File: config.mk
export PLATFORM = sky130hd
export DESIGN_NAME = taylor_sine_oscillator_top_flat
export DESIGN_NICKNAME = d
export VERILOG_FILES = /design/src/tso_pkg.sv /design/src/tso_intf.sv /design/src/tso_regs.sv /design/src/tso_mul.sv /design/src/tso_div.sv /design/src/taylor_sine_oscillator_top.sv /design/src/flat_wrapper.sv
export SDC_FILE = /design/constraint.sdc
export NUM_CORES = 2
export LEC_CHECK = 0
export ABC_AREA = 1
export BUFFER_PORTS_ARGS = -buffer_cell sky130_fd_sc_hd__buf_2
export CELL_PAD_IN_SITES_DETAIL_PLACEMENT = 2
export CELL_PAD_IN_SITES_GLOBAL_PLACEMENT = 2
export CORE_MARGIN = 3
export CORE_UTILIZATION = 40
export CTS_BUF_LIST = sky130_fd_sc_hd__clkbuf_2 sky130_fd_sc_hd__clkbuf_4 sky130_fd_sc_hd__clkbuf_8
export DETAILED_ROUTE_END_ITERATION = 6
export PLACE_DENSITY_LB_ADDON = 0.1
export SLEW_MARGIN = 0
export SYNTH_ARGS = -nofsm -noshare
export SYNTH_HDL_FRONTEND = slang
export SYNTH_SLANG_ARGS = --single-unit
export TNS_END_PERCENT = 1
File: constraint.sdc
create_clock -name clk_i -period 9.3 [get_ports clk_i]
set_clock_uncertainty 0.1 [all_clocks]
set_input_delay 0.465 -clock clk_i [delete_from_list [all_inputs] [get_ports clk_i]]
set_output_delay 0.465 -clock clk_i [all_outputs]
set_load 0.05 [all_outputs]
File: src/tso_pkg.sv
// ============================================================================
// tso_pkg: shared types and constants of the Taylor sine oscillator
// Widths, fixed-point constants, register map, sequencer states and the
// divisor table of the series terms.
// ============================================================================
package tso_pkg;

  // Phase and sample formats
  localparam int unsigned PHASE_W   = 32;
  localparam int unsigned SAMPLE_W  = 18;
  localparam int unsigned ORDER_W   = 4;
  localparam int unsigned MAX_ORDER = 11;
  localparam int unsigned FIRST_TERM = 3;
  localparam int          SAMPLE_MAX = 131071;
  localparam int          SAMPLE_MIN = -131072;

  // Q28 arithmetic
  localparam int unsigned Q_FRAC  = 28;
  localparam int unsigned ABS_W   = 30;
  localparam int unsigned TERM_W  = 32;
  localparam int unsigned SUM_W   = 34;
  localparam logic [ABS_W-1:0] PI_Q28 = 30'd843314857;

  // Shared multiplier
  localparam int unsigned MUL_W  = 32;
  localparam int unsigned PROD_W = 2 * MUL_W;

  // Term divider: dividend is the product scaled down by 2^28
  localparam int unsigned DIVIDEND_W = PROD_W - Q_FRAC;
  localparam int unsigned DIVISOR_W  = 7;
  localparam int unsigned DIV_RADIX  = 4;
  localparam int unsigned DIV_STEPS  = DIVIDEND_W / DIV_RADIX;
  localparam int unsigned DIV_CNT_W  = $clog2(DIV_STEPS);

  // Configuration port
  localparam int unsigned PADDR_W = 4;
  localparam int unsigned PDATA_W = 32;

  localparam logic [PHASE_W-1:0] PHASE_INC_RST    = 32'd97392;
  localparam logic [PHASE_W-1:0] PHASE_OFS_RST    = 32'd0;
  localparam logic [ORDER_W-1:0] SERIES_ORDER_RST = 4'd11;

  typedef logic [PHASE_W-1:0]         phase_t;
  typedef logic signed [SAMPLE_W-1:0] sample_t;
  typedef logic [ORDER_W-1:0]         order_t;

  typedef enum logic [1:0] {
    REG_PHASE_INC    = 2'd0,
    REG_PHASE_OFS    = 2'd1,
    REG_SERIES_ORDER = 2'd2
  } reg_idx_e;

  typedef struct packed {
    phase_t phase_increment;
    phase_t phase_offset;
    order_t series_order;
  } cfg_t;

  typedef enum logic [3:0] {
    S_IDLE,
    S_ANG_MUL,
    S_ANG_FIX,
    S_SQ_MUL,
    S_SQ_FIX,
    S_TERM_MUL,
    S_DIV_GO,
    S_DIV_WAIT,
    S_DONE
  } state_e;

  // n*(n-1) for the odd term n of the series.
  function automatic logic [DIVISOR_W-1:0] term_divisor(order_t n);
    logic [DIVISOR_W-1:0] k;
    unique case (n)
      4'd3:    k = 7'd6;
      4'd5:    k = 7'd20;
      4'd7:    k = 7'd42;
      4'd9:    k = 7'd72;
      4'd11:   k = 7'd110;
      default: k = 7'd1;
    endcase
    return k;
  endfunction

endpackage

File: src/tso_intf.sv
// ============================================================================
// tso_intf: valid/ready channels of the Taylor sine oscillator
// One interface for the tick input and one for the sample result.
// ============================================================================
interface tso_in_if;
  import tso_pkg::*;

  logic valid;
  logic ready;
  logic tick;

  modport source (output valid, output tick, input ready);
  modport sink   (input valid, input tick, output ready);
endinterface

interface tso_out_if;
  import tso_pkg::*;

  logic    valid;
  logic    ready;
  sample_t sample_value;
  phase_t  phase_now;

  modport source (output valid, output sample_value, output phase_now, input ready);
  modport sink   (input valid, input sample_value, input phase_now, output ready);
endinterface

File: src/tso_regs.sv
// ============================================================================
// tso_regs: configuration registers behind an APB-style port
// Holds the phase increment, phase offset and series order.
// ============================================================================
module tso_regs (
  input  logic                    clk_i,
  input  logic                    rst_ni,
  input  logic                    psel,
  input  logic                    penable,
  input  logic                    pwrite,
  input  logic [tso_pkg::PADDR_W-1:0] paddr,
  input  logic [tso_pkg::PDATA_W-1:0] pwdata,
  output logic [tso_pkg::PDATA_W-1:0] prdata,
  output logic                    pready,
  output tso_pkg::cfg_t           cfg_o
);
  import tso_pkg::*;

  cfg_t       cfg_q;
  logic       wr_en;
  logic [1:0] reg_idx;

  assign pready  = 1'b1;
  assign wr_en   = psel && penable && pwrite;
  assign reg_idx = paddr[3:2];
  assign cfg_o   = cfg_q;

  // Register writes; an address beyond the map is ignored.
  always_ff @(posedge clk_i or negedge rst_ni) begin
    if (!rst_ni) begin
      cfg_q.phase_increment <= PHASE_INC_RST;
      cfg_q.phase_offset    <= PHASE_OFS_RST;
      cfg_q.series_order    <= SERIES_ORDER_RST;
    end else if (wr_en) begin
      unique case (reg_idx)
        REG_PHASE_INC:    cfg_q.phase_increment <= pwdata[PHASE_W-1:0];
        REG_PHASE_OFS:    cfg_q.phase_offset    <= pwdata[PHASE_W-1:0];
        REG_SERIES_ORDER: cfg_q.series_order    <= pwdata[ORDER_W-1:0];
        default: ;
      endcase
    end
  end

  // Read data.
  always_comb begin
    unique case (reg_idx)
      REG_PHASE_INC:    prdata = cfg_q.phase_increment;
      REG_PHASE_OFS:    prdata = cfg_q.phase_offset;
      REG_SERIES_ORDER: prdata = {{(PDATA_W-ORDER_W){1'b0}}, cfg_q.series_order};
      default:          prdata = '0;
    endcase
  end

endmodule

File: src/tso_mul.sv
// ============================================================================
// tso_mul: shared registered multiplier
// One 32x32 unsigned multiply per enabled cycle, product held in a register.
// ============================================================================
module tso_mul (
  input  logic                        clk_i,
  input  logic                        en_i,
  input  logic [tso_pkg::MUL_W-1:0]   a_i,
  input  logic [tso_pkg::MUL_W-1:0]   b_i,
  output logic [tso_pkg::PROD_W-1:0]  prod_o
);
  import tso_pkg::*;

  logic [PROD_W-1:0] prod_q;

  assign prod_o = prod_q;

  // Product register, loaded only when the sequencer issues a multiply.
  always_ff @(posedge clk_i) begin
    if (en_i) begin
      prod_q <= PROD_W'(a_i) * PROD_W'(b_i);
    end
  end

endmodule

File: src/tso_div.sv
// ============================================================================
// tso_div: iterative divider by a small constant
// Restoring division producing four quotient bits per cycle; a done pulse
// follows the last step.
// ============================================================================
module tso_div (
  input  logic                            clk_i,
  input  logic                            rst_ni,
  input  logic                            start_i,
  input  logic [tso_pkg::DIVIDEND_W-1:0]  dividend_i,
  input  logic [tso_pkg::DIVISOR_W-1:0]   divisor_i,
  output logic [tso_pkg::TERM_W-1:0]      quotient_o,
  output logic                            done_o
);
  import tso_pkg::*;

  logic [DIVIDEND_W-1:0] dvd_q, dvd_d;
  logic [DIVISOR_W-1:0]  rem_q, rem_d;
  logic [DIV_CNT_W-1:0]  cnt_q;
  logic                  busy_q;
  logic                  done_q;
  logic [DIVISOR_W:0]    trial;

  assign quotient_o = dvd_q[TERM_W-1:0];
  assign done_o     = done_q;

  // Four restoring steps; the quotient bits shift in behind the dividend.
  always_comb begin
    rem_d = rem_q;
    dvd_d = dvd_q;
    trial = '0;
    for (int i = 0; i < DIV_RADIX; i++) begin
      trial = {rem_d, dvd_d[DIVIDEND_W-1]};
      dvd_d = {dvd_d[DIVIDEND_W-2:0], 1'b0};
      if (trial >= {1'b0, divisor_i}) begin
        trial    = trial - {1'b0, divisor_i};
        dvd_d[0] = 1'b1;
      end
      rem_d = trial[DIVISOR_W-1:0];
    end
  end

  // Step control.
  always_ff @(posedge clk_i or negedge rst_ni) begin
    if (!rst_ni) begin
      busy_q <= 1'b0;
      done_q <= 1'b0;
      cnt_q  <= '0;
    end else begin
      done_q <= 1'b0;
      if (start_i) begin
        busy_q <= 1'b1;
        cnt_q  <= '0;
      end else if (busy_q) begin
        cnt_q <= cnt_q + 1'b1;
        if (cnt_q == DIV_CNT_W'(DIV_STEPS - 1)) begin
          busy_q <= 1'b0;
          done_q <= 1'b1;
        end
      end
    end
  end

  // Dividend and remainder.
  always_ff @(posedge clk_i) begin
    if (start_i) begin
      dvd_q <= dividend_i;
      rem_q <= '0;
    end else if (busy_q) begin
      dvd_q <= dvd_d;
      rem_q <= rem_d;
    end
  end

endmodule

File: src/taylor_sine_oscillator_top.sv
// ============================================================================
// taylor_sine_oscillator_top: phase accumulator with Taylor-series sine
// Each tick advances a 32-bit phase, maps phase plus offset to an angle in
// [-pi, pi) and sums the odd Taylor terms up to the configured order in Q28,
// giving a saturated Q3.15 sample.
//
//   Channel     Direction  Payload                      Handshake
//   in_chan_i   in         tick                         valid/ready
//   out_chan_o  out        sample_value, phase_now      valid/ready
//   APB port    in/out     phase_increment, phase_offset, series_order
//
// A transaction with tick low is taken while idle and yields nothing.
// A tick works through k = (min(order,11) - 1) / 2 terms beyond x: each term
// is a multiplier step, a divider start and a wait on the nine four-bit
// divider steps. Input is not ready while a tick is in work.
// A finished sample waits in the output register; the next tick may be taken
// meanwhile and stalls only at its own end. Reset clears the phase to zero.
// ============================================================================
module taylor_sine_oscillator_top (
  input  logic                         clk_i,
  input  logic                         rst_ni,
  tso_in_if.sink                       in_chan_i,
  tso_out_if.source                    out_chan_o,
  input  logic                         psel,
  input  logic                         penable,
  input  logic                         pwrite,
  input  logic [tso_pkg::PADDR_W-1:0]  paddr,
  input  logic [tso_pkg::PDATA_W-1:0]  pwdata,
  output logic [tso_pkg::PDATA_W-1:0]  prdata,
  output logic                         pready
);
  import tso_pkg::*;

  cfg_t   cfg;
  state_e state_q, state_d;

  phase_t phase_q;
  phase_t u_q;
  logic [ABS_W-1:0]  ax_q;
  logic              neg_q;
  logic [TERM_W-1:0] term_q;
  logic [TERM_W-1:0] x2_q;
  logic signed [SUM_W-1:0] sum_q;
  order_t            n_q;
  logic              minus_q;

  logic    out_valid_q;
  sample_t out_sample_q;
  phase_t  out_phase_q;

  logic              in_fire;
  logic              tick_fire;
  logic              out_load;
  order_t            order_eff;
  order_t            n_next;

  logic              mul_en;
  logic [MUL_W-1:0]  mul_a;
  logic [MUL_W-1:0]  mul_b;
  logic [PROD_W-1:0] prod;
  logic              div_start;
  logic [TERM_W-1:0] quo;
  logic              div_done;

  logic [ABS_W:0]          ang;
  logic [ABS_W-1:0]        ax_new;
  logic                    neg_new;
  logic signed [SUM_W-1:0] sum_signed;
  logic signed [SUM_W:0]   biased;
  logic signed [SUM_W-13:0] scaled;
  sample_t                 sample_sat;

  // Configuration registers.
  tso_regs u_regs (
    .clk_i   (clk_i),
    .rst_ni  (rst_ni),
    .psel    (psel),
    .penable (penable),
    .pwrite  (pwrite),
    .paddr   (paddr),
    .pwdata  (pwdata),
    .prdata  (prdata),
    .pready  (pready),
    .cfg_o   (cfg)
  );

  // Shared multiplier.
  tso_mul u_mul (
    .clk_i  (clk_i),
    .en_i   (mul_en),
    .a_i    (mul_a),
    .b_i    (mul_b),
    .prod_o (prod)
  );

  // Term divider.
  tso_div u_div (
    .clk_i      (clk_i),
    .rst_ni     (rst_ni),
    .start_i    (div_start),
    .dividend_i (prod[PROD_W-1:Q_FRAC]),
    .divisor_i  (term_divisor(n_q)),
    .quotient_o (quo),
    .done_o     (div_done)
  );

  assign in_fire   = in_chan_i.valid && in_chan_i.ready;
  assign tick_fire = in_fire && in_chan_i.tick;
  assign out_load  = (state_q == S_DONE) && (!out_valid_q || out_chan_o.ready);
  assign order_eff = (cfg.series_order > ORDER_W'(MAX_ORDER)) ? ORDER_W'(MAX_ORDER)
                                                              : cfg.series_order;
  assign n_next    = n_q + ORDER_W'(2);

  // Angle magnitude and sign from the scaled phase product.
  assign ang     = prod[ABS_W+31:31];
  assign neg_new = (ang < {1'b0, PI_Q28});
  assign ax_new  = neg_new ? ABS_W'({1'b0, PI_Q28} - ang) : ABS_W'(ang - {1'b0, PI_Q28});

  // Sign, round half up to Q15 and saturate.
  assign sum_signed = neg_q ? -sum_q : sum_q;
  assign biased     = {sum_signed[SUM_W-1], sum_signed} + (SUM_W+1)'(4096);
  assign scaled     = biased[SUM_W:13];
  always_comb begin
    if (scaled > SAMPLE_MAX) begin
      sample_sat = SAMPLE_W'(SAMPLE_MAX);
    end else if (scaled < SAMPLE_MIN) begin
      sample_sat = SAMPLE_W'(SAMPLE_MIN);
    end else begin
      sample_sat = scaled[SAMPLE_W-1:0];
    end
  end

  // Next state.
  always_comb begin
    state_d = state_q;
    unique case (state_q)
      S_IDLE:     if (tick_fire) state_d = S_ANG_MUL;
      S_ANG_MUL:  state_d = S_ANG_FIX;
      S_ANG_FIX:  state_d = S_SQ_MUL;
      S_SQ_MUL:   state_d = S_SQ_FIX;
      S_SQ_FIX:   state_d = (order_eff < ORDER_W'(FIRST_TERM)) ? S_DONE : S_TERM_MUL;
      S_TERM_MUL: state_d = S_DIV_GO;
      S_DIV_GO:   state_d = S_DIV_WAIT;
      S_DIV_WAIT: if (div_done) state_d = (n_next > order_eff) ? S_DONE : S_TERM_MUL;
      S_DONE:     if (out_load) state_d = S_IDLE;
      default:    state_d = S_IDLE;
    endcase
  end

  // Sequencer outputs: multiplier operands, divider start, input ready.
  always_comb begin
    mul_en    = 1'b0;
    mul_a     = '0;
    mul_b     = '0;
    div_start = 1'b0;
    unique case (state_q)
      S_ANG_MUL: begin
        mul_en = 1'b1;
        mul_a  = u_q;
        mul_b  = MUL_W'(PI_Q28);
      end
      S_SQ_MUL: begin
        mul_en = 1'b1;
        mul_a  = MUL_W'(ax_q);
        mul_b  = MUL_W'(ax_q);
      end
      S_TERM_MUL: begin
        mul_en = 1'b1;
        mul_a  = term_q;
        mul_b  = x2_q;
      end
      S_DIV_GO: div_start = 1'b1;
      default: ;
    endcase
  end

  assign in_chan_i.ready = (state_q == S_IDLE);

  // Control state.
  always_ff @(posedge clk_i or negedge rst_ni) begin
    if (!rst_ni) begin
      state_q     <= S_IDLE;
      phase_q     <= '0;
      out_valid_q <= 1'b0;
    end else begin
      state_q <= state_d;
      if (tick_fire) begin
        phase_q <= phase_q + cfg.phase_increment;
      end
      if (out_load) begin
        out_valid_q <= 1'b1;
      end else if (out_chan_o.ready) begin
        out_valid_q <= 1'b0;
      end
    end
  end

  // Series datapath.
  always_ff @(posedge clk_i) begin
    if (tick_fire) begin
      u_q <= phase_q + cfg.phase_increment + cfg.phase_offset;
    end
    unique case (state_q)
      S_ANG_FIX: begin
        ax_q    <= ax_new;
        neg_q   <= neg_new;
        term_q  <= TERM_W'(ax_new);
        sum_q   <= SUM_W'(ax_new);
        n_q     <= ORDER_W'(FIRST_TERM);
        minus_q <= 1'b1;
      end
      S_SQ_FIX: x2_q <= prod[Q_FRAC+TERM_W-1:Q_FRAC];
      S_DIV_WAIT: begin
        if (div_done) begin
          term_q  <= quo;
          sum_q   <= minus_q ? sum_q - SUM_W'(quo) : sum_q + SUM_W'(quo);
          n_q     <= n_next;
          minus_q <= !minus_q;
        end
      end
      default: ;
    endcase
    if (out_load) begin
      out_sample_q <= sample_sat;
      out_phase_q  <= phase_q;
    end
  end

  assign out_chan_o.valid        = out_valid_q;
  assign out_chan_o.sample_value = out_sample_q;
  assign out_chan_o.phase_now    = out_phase_q;

  // A tick makes the block busy on the next cycle.
  a_busy_after_tick: assert property (@(posedge clk_i) disable iff (!rst_ni)
    tick_fire |=> !in_chan_i.ready)
    else $error("input ready right after a tick was taken");

  // The divider finishes only while the sequencer waits for it.
  a_div_done_wait: assert property (@(posedge clk_i) disable iff (!rst_ni)
    div_done |-> state_q == S_DIV_WAIT)
    else $error("divider result arrived outside its wait state");

  // Each tick advances the phase by the configured increment.
  a_phase_step: assert property (@(posedge clk_i) disable iff (!rst_ni)
    tick_fire |=> phase_q == $past(phase_q) + $past(cfg.phase_increment))
    else $error("phase accumulator did not advance by the increment");

  // A finished sample waits while the output register is still occupied.
  a_done_holds: assert property (@(posedge clk_i) disable iff (!rst_ni)
    (state_q == S_DONE && out_valid_q && !out_chan_o.ready) |=> state_q == S_DONE)
    else $error("finished sample left while the output was stalled");

endmodule
File: src/flat_wrapper.sv
// flat-port wrapper written by rule: the top's interface ports become plain ports
module taylor_sine_oscillator_top_flat import tso_pkg::*;
  (clk_i, rst_ni, psel, penable, pwrite, paddr, pwdata, prdata, pready, in_chan_i_valid, in_chan_i_tick, in_chan_i_ready, out_chan_o_valid, out_chan_o_sample_value, out_chan_o_phase_now, out_chan_o_ready);
  tso_in_if in_chan_i_i ();
  tso_out_if out_chan_o_i ();
  input  logic clk_i;
  input  logic rst_ni;
  input  logic psel;
  input  logic penable;
  input  logic pwrite;
  input  logic [tso_pkg::PADDR_W-1:0] paddr;
  input  logic [tso_pkg::PDATA_W-1:0] pwdata;
  output logic [tso_pkg::PDATA_W-1:0] prdata;
  output logic pready;
  input wire logic [$bits(in_chan_i_i.valid)-1:0] in_chan_i_valid;
  input wire logic [$bits(in_chan_i_i.tick)-1:0] in_chan_i_tick;
  output wire logic [$bits(in_chan_i_i.ready)-1:0] in_chan_i_ready;
  output wire logic [$bits(out_chan_o_i.valid)-1:0] out_chan_o_valid;
  output wire logic [$bits(out_chan_o_i.sample_value)-1:0] out_chan_o_sample_value;
  output wire logic [$bits(out_chan_o_i.phase_now)-1:0] out_chan_o_phase_now;
  input wire logic [$bits(out_chan_o_i.ready)-1:0] out_chan_o_ready;
  assign in_chan_i_i.valid = in_chan_i_valid;
  assign in_chan_i_i.tick = in_chan_i_tick;
  assign in_chan_i_ready = in_chan_i_i.ready;
  assign out_chan_o_valid = out_chan_o_i.valid;
  assign out_chan_o_sample_value = out_chan_o_i.sample_value;
  assign out_chan_o_phase_now = out_chan_o_i.phase_now;
  assign out_chan_o_i.ready = out_chan_o_ready;
  taylor_sine_oscillator_top u_core (.clk_i(clk_i), .rst_ni(rst_ni), .in_chan_i(in_chan_i_i), .out_chan_o(out_chan_o_i), .psel(psel), .penable(penable), .pwrite(pwrite), .paddr(paddr), .pwdata(pwdata), .prdata(prdata), .pready(pready));
endmodule
==> report_table.html <==
<table>
<tr><th>Metric</th><th>Value</th></tr>
<tr><th colspan="2">Outcome</th></tr>
<tr><td>Outcome</td><td>completed</td></tr>
<tr><th colspan="2">Critical path</th></tr>
<tr><td>Critical Path Source</td><td>u_core.state_q[0]</td></tr>
<tr><td>Data required, critical path</td><td>9680 ps</td></tr>
<tr><td>Crit path to</td><td>u_core.u_mul.prod_o[57]</td></tr>
<tr><td>Crit path arrival time</td><td>9330 ps</td></tr>
<tr><td>Cell with the biggest individual delay on the critical path</td><td>sky130_fd_sc_hd__fa_1</td></tr>
<tr><td>R2r endpoint</td><td>u_core.u_mul.prod_o[57]</td></tr>
<tr><td>Crit path max-delay family</td><td>adder cells</td></tr>
<tr><td>Worst Setup Start Kind</td><td>register</td></tr>
<tr><td>CP Buf/Inv Count</td><td>9</td></tr>
<tr><td>Number of cells traversed by the worst register-to-register path</td><td>33</td></tr>
<tr><td>Maximum cell stage delay along the critical path</td><td>590 ps</td></tr>
<tr><td>Highest net fanout along the worst path</td><td>23</td></tr>
<tr><td>Classification of the worst setup path</td><td>register to register</td></tr>
<tr><td>R2R Path Start</td><td>u_core.state_q[0]</td></tr>
<tr><td>Levels on crit path</td><td>33</td></tr>
<tr><td>Kind of capture point of the worst setup path</td><td>register</td></tr>
<tr><td>R2R setup slack</td><td>350 ps</td></tr>
<tr><td>Crit-path most repeated cell</td><td>sky130_fd_sc_hd__nand2_1</td></tr>
<tr><th colspan="2">Synth</th></tr>
<tr><td>Mapped Area</td><td>0.0604 mm2</td></tr>
<tr><td>Syn Nets</td><td>9084</td></tr>
<tr><td>Mean instance size in the synthesized netlist</td><td>7.80 um2</td></tr>
<tr><td>Number of cells produced by synthesis</td><td>7741</td></tr>
<tr><td>Number of enable-type register cells in the synthesized netlist</td><td>287</td></tr>
<tr><td>Main flop type after synthesis</td><td>sky130_fd_sc_hd__edfxtp_1</td></tr>
<tr><td>Synthesis warning total</td><td>0</td></tr>
<tr><td>Total of flip-flops plus latches after synthesis</td><td>405</td></tr>
<tr><td>Share of synthesized flip-flops with an asynchronous set or reset</td><td>27.4%</td></tr>
<tr><td>Proportion of synthesized chip area in sequential cells</td><td>19.1%</td></tr>
<tr><td>Unique masters post-synth</td><td>63</td></tr>
<tr><th colspan="2">Global routing</th></tr>
<tr><td>Leftover overflow at the end of global routing</td><td>0</td></tr>
<tr><td>Via count of the first global-routing pass</td><td>61009</td></tr>
<tr><td>GR met2 Demand/Resource</td><td>56.4%</td></tr>
<tr><td>Most heavily used metal layer in global routing</td><td>met2</td></tr>
<tr><td>Antenna violations before repair</td><td>4</td></tr>
<tr><td>Global-route wire length before repair</td><td>364000 um</td></tr>
<tr><td>Global router's overall resource usage</td><td>30.2%</td></tr>
<tr><td>Global-route met1 utilization</td><td>36.5%</td></tr>
<tr><td>Largest net degree at the start of global routing</td><td>68</td></tr>
<tr><td>Met3 usage in global routing</td><td>3.18%</td></tr>
<tr><th colspan="2">CTS</th></tr>
<tr><td>Clock latency of the later-clocked register in the worst-skew pair</td><td>730 ps</td></tr>
<tr><td>Clock slew seen by the registers of the worst setup and hold paths</td><td>60 ps</td></tr>
<tr><td>Root Buffer</td><td>sky130_fd_sc_hd__clkbuf_8</td></tr>
<tr><td>Cts bufs inserted</td><td>73</td></tr>
<tr><td>TritonCTS clock tree</td><td>done</td></tr>
<tr><td>CTS max path bufs</td><td>3</td></tr>
<tr><td>Number of sinks handled by clock tree synthesis</td><td>405</td></tr>
<tr><td>Maximum level of the CTS H-tree</td><td>3</td></tr>
<tr><th colspan="2">Placement</th></tr>
<tr><td>Global placement routability congestion</td><td>0.934</td></tr>
<tr><td>Total of buffers placed on input and output ports</td><td>125</td></tr>
<tr><td>Post-place instance area</td><td>0.0644 mm2</td></tr>
<tr><td>Estimated wirelength of the detail-placed design</td><td>191000 um</td></tr>
<tr><th colspan="2">Die</th></tr>
<tr><td>Area of the core</td><td>0.149 mm2</td></tr>
<tr><td>Die Wd</td><td>394 um</td></tr>
<tr><td>Number of top-level design ports</td><td>129</td></tr>
<tr><td>Total number of placement rows</td><td>141</td></tr>
<tr><td>Die Area</td><td>0.156 mm2</td></tr>
<tr><td>Initial core utilization</td><td>40.5%</td></tr>
<tr><td>Chip Height</td><td>394 um</td></tr>
<tr><th colspan="2">Drt</th></tr>
<tr><td>Post-DRT Antenna Nets</td><td>0</td></tr>
<tr><td>Average wire per cell in the routed design</td><td>23.5 um</td></tr>
<tr><td>Iteration-0 DRC count of the detailed router</td><td>2540</td></tr>
<tr><td>Mean number of vias per cell</td><td>5.25</td></tr>
<tr><td>First-pass iteration count of the detailed router</td><td>7</td></tr>
<tr><td>Total wirelength of the detailed-routed design</td><td>234000 um</td></tr>
<tr><td>Number of remaining DRC errors</td><td>0</td></tr>
<tr><td>Count of vias placed by the detailed router</td><td>52162</td></tr>
<tr><th colspan="2">STA</th></tr>
<tr><td>Part of the cycle the worst path needs</td><td>96.3%</td></tr>
<tr><td>Crit path time final</td><td>8950 ps</td></tr>
<tr><td>Hold Fails Final Rpt</td><td>0</td></tr>
<tr><td>Highest clock rate</td><td>112 MHz</td></tr>
<tr><td>Final setup violation count</td><td>0</td></tr>
<tr><td>Final slew viol count</td><td>0</td></tr>
<tr><td>Setup repair after global routing missed its margin</td><td>yes</td></tr>
<tr><td>Worst-margin pin slew</td><td>1220 ps</td></tr>
<tr><td>Slew margin rel.</td><td>18.5%</td></tr>
<tr><th colspan="2">Layout</th></tr>
<tr><td>Share of cells above drive strength 1</td><td>6.48%</td></tr>
<tr><td>Layout filler cell count</td><td>17138</td></tr>
<tr><td>Final non-filler cell area</td><td>0.0664 mm2</td></tr>
<tr><td>Final Net Count</td><td>9221</td></tr>
<tr><td>Relative area change from synthesis to final layout</td><td>9.94%</td></tr>
<tr><th colspan="2">Flow run</th></tr>
<tr><td>Maxcap violations</td><td>0</td></tr>
<tr><th colspan="2">Hold path</th></tr>
<tr><td>Class of the worst hold path</td><td>input pin to register</td></tr>
</table>
## layer usage
metal	wire length [um]	share of wire [%]
met5	0	0
met4	7100	3.0
met3	8890	3.8
met2	123000	53
met1	94700	40
## cells by family after synthesis
kind of cell               after synthesis  synth area share [%]
adders and majority gates             1299                  38.1
buffers and inverters                 2206                  13.8
xor gates and xnor gates               186                  2.70
DFF                                    405                  19.1
and+or+nand+nor                       2845                  18.8
other                                    1               0.00621
AOI/OAI and AO/OA                      799                  7.44
## placed cells by master (no fill, tap or decap), drive strengths merged, types with 12 or more instances in the layout
cell / n
edfxtp: 287
o21a: 24
dlygate4sd3: 33
a21oi: 265
nor4: 15
xnor2: 52
o21bai: 14
nor2: 392
clkinv: 17
nand2: 2129
fa: 902
clkbuf: 104
nand4: 36
nor3: 41
a22o: 28
buf: 294
nand3: 205
xor2: 134
o21ai: 349
a31oi: 43
dfrtp: 99
ha: 397
inv: 1939
dfstp: 12
o211ai: 17
## tightest hold or removal path: stages
cell	delay (ps)
sky130_fd_sc_hd__buf_2	120
sky130_fd_sc_hd__inv_1	180
sky130_fd_sc_hd__o21ai_0	140
## registers in the layout, summed over array words and instances, names as in the netlist
register	flops
u_core.ax_q	30
u_core.minus_q	1
u_core.n_q	3
u_core.neg_q	1
u_core.out_chan_o.phase_now	32
u_core.out_chan_o.sample_value	18
u_core.out_chan_o.valid	1
u_core.phase_q	32
u_core.state_q	4
u_core.sum_q	34
u_core.term_q	32
u_core.u_div.busy_q	1
u_core.u_div.cnt_q	4
u_core.u_div.done_o	1
u_core.u_div.dvd_q	36
u_core.u_div.rem_q	7
u_core.u_mul.prod_o	36
u_core.u_q	32
u_core.u_regs.cfg_o	68
u_core.x2_q	32
## cell type report
cell class	instances	area (um2)	share of cell area, %
well taps	2002	2500	3.77
multi-input cells	5130	40600	61.2
clock buffers	104	1280	1.93
diodes	4	10.0	0.0151
clock inverters	23	304	0.458
flip-flops and latches	405	11600	17.4
inverters	1941	7290	11.0
repair buffers	327	2790	4.21
## synthesized netlist by cell type, types with 36 or more instances
cell type	instances	area, um2
sky130_fd_sc_hd__nand3_1	199	996
sky130_fd_sc_hd__xor2_1	134	1170
sky130_fd_sc_hd__ha_1	397	4970
sky130_fd_sc_hd__inv_1	1930	7240
sky130_fd_sc_hd__xnor2_1	52	455
sky130_fd_sc_hd__a21oi_1	264	1320
sky130_fd_sc_hd__nand4_1	36	225
sky130_fd_sc_hd__dfrtp_1	99	2480
sky130_fd_sc_hd__nor3_1	41	205
sky130_fd_sc_hd__a31oi_1	43	269
sky130_fd_sc_hd__nor2_1	370	1390
sky130_fd_sc_hd__clkbuf_1	242	908
sky130_fd_sc_hd__nand2_1	2118	7950
sky130_fd_sc_hd__fa_1	902	18100
sky130_fd_sc_hd__edfxtp_1	287	8620
sky130_fd_sc_hd__o21ai_0	336	1680
## worst min path at each step
stage / startpoint / endpoint / slack (ps) / cells after the start
2_1_floorplan: rst_ni / u_core.out_chan_o.valid / 70 / 0
4_1_cts: pwdata[0] / u_core.u_regs.cfg_o[4] / 50 / 3
5_1_grt: pwdata[0] / u_core.u_regs.cfg_o[0] / 100 / 3
3_5_place_dp: u_core.u_div.cnt_q[3] / u_core.u_div.cnt_q[3] / 370 / 1
3_3_place_gp: u_core.u_mul.prod_o[31] / u_core.x2_q[3] / 360 / 0
6_report: pwdata[0] / u_core.u_regs.cfg_o[0] / 100 / 3
## metrics by stage
stage               std cells  setup WS, ps  util, %  hold WS, ps  TNS (ps)
CTS                      9931          4.67     44.5         51.5         0
global placement         9771           253     43.2          359         0
floorplan                7741          1380        -         69.4         0
global route             9934         -56.7     44.6          100     -85.9
finish                   9936           348     44.6          103         0
detailed placement       9771          22.0     43.2          369         0
## timing repair
action,in CTS,in global routing
resized for setup,0,17
buffers inserted,0,1
endpoints found under the hold margin,118,0
hold buffers,33,0
endpoints found under the setup margin,0,38
Power is left out: the tool's default activity adds up to more than one toggle a clock period on the data nets, which glitch-free logic cannot reach.
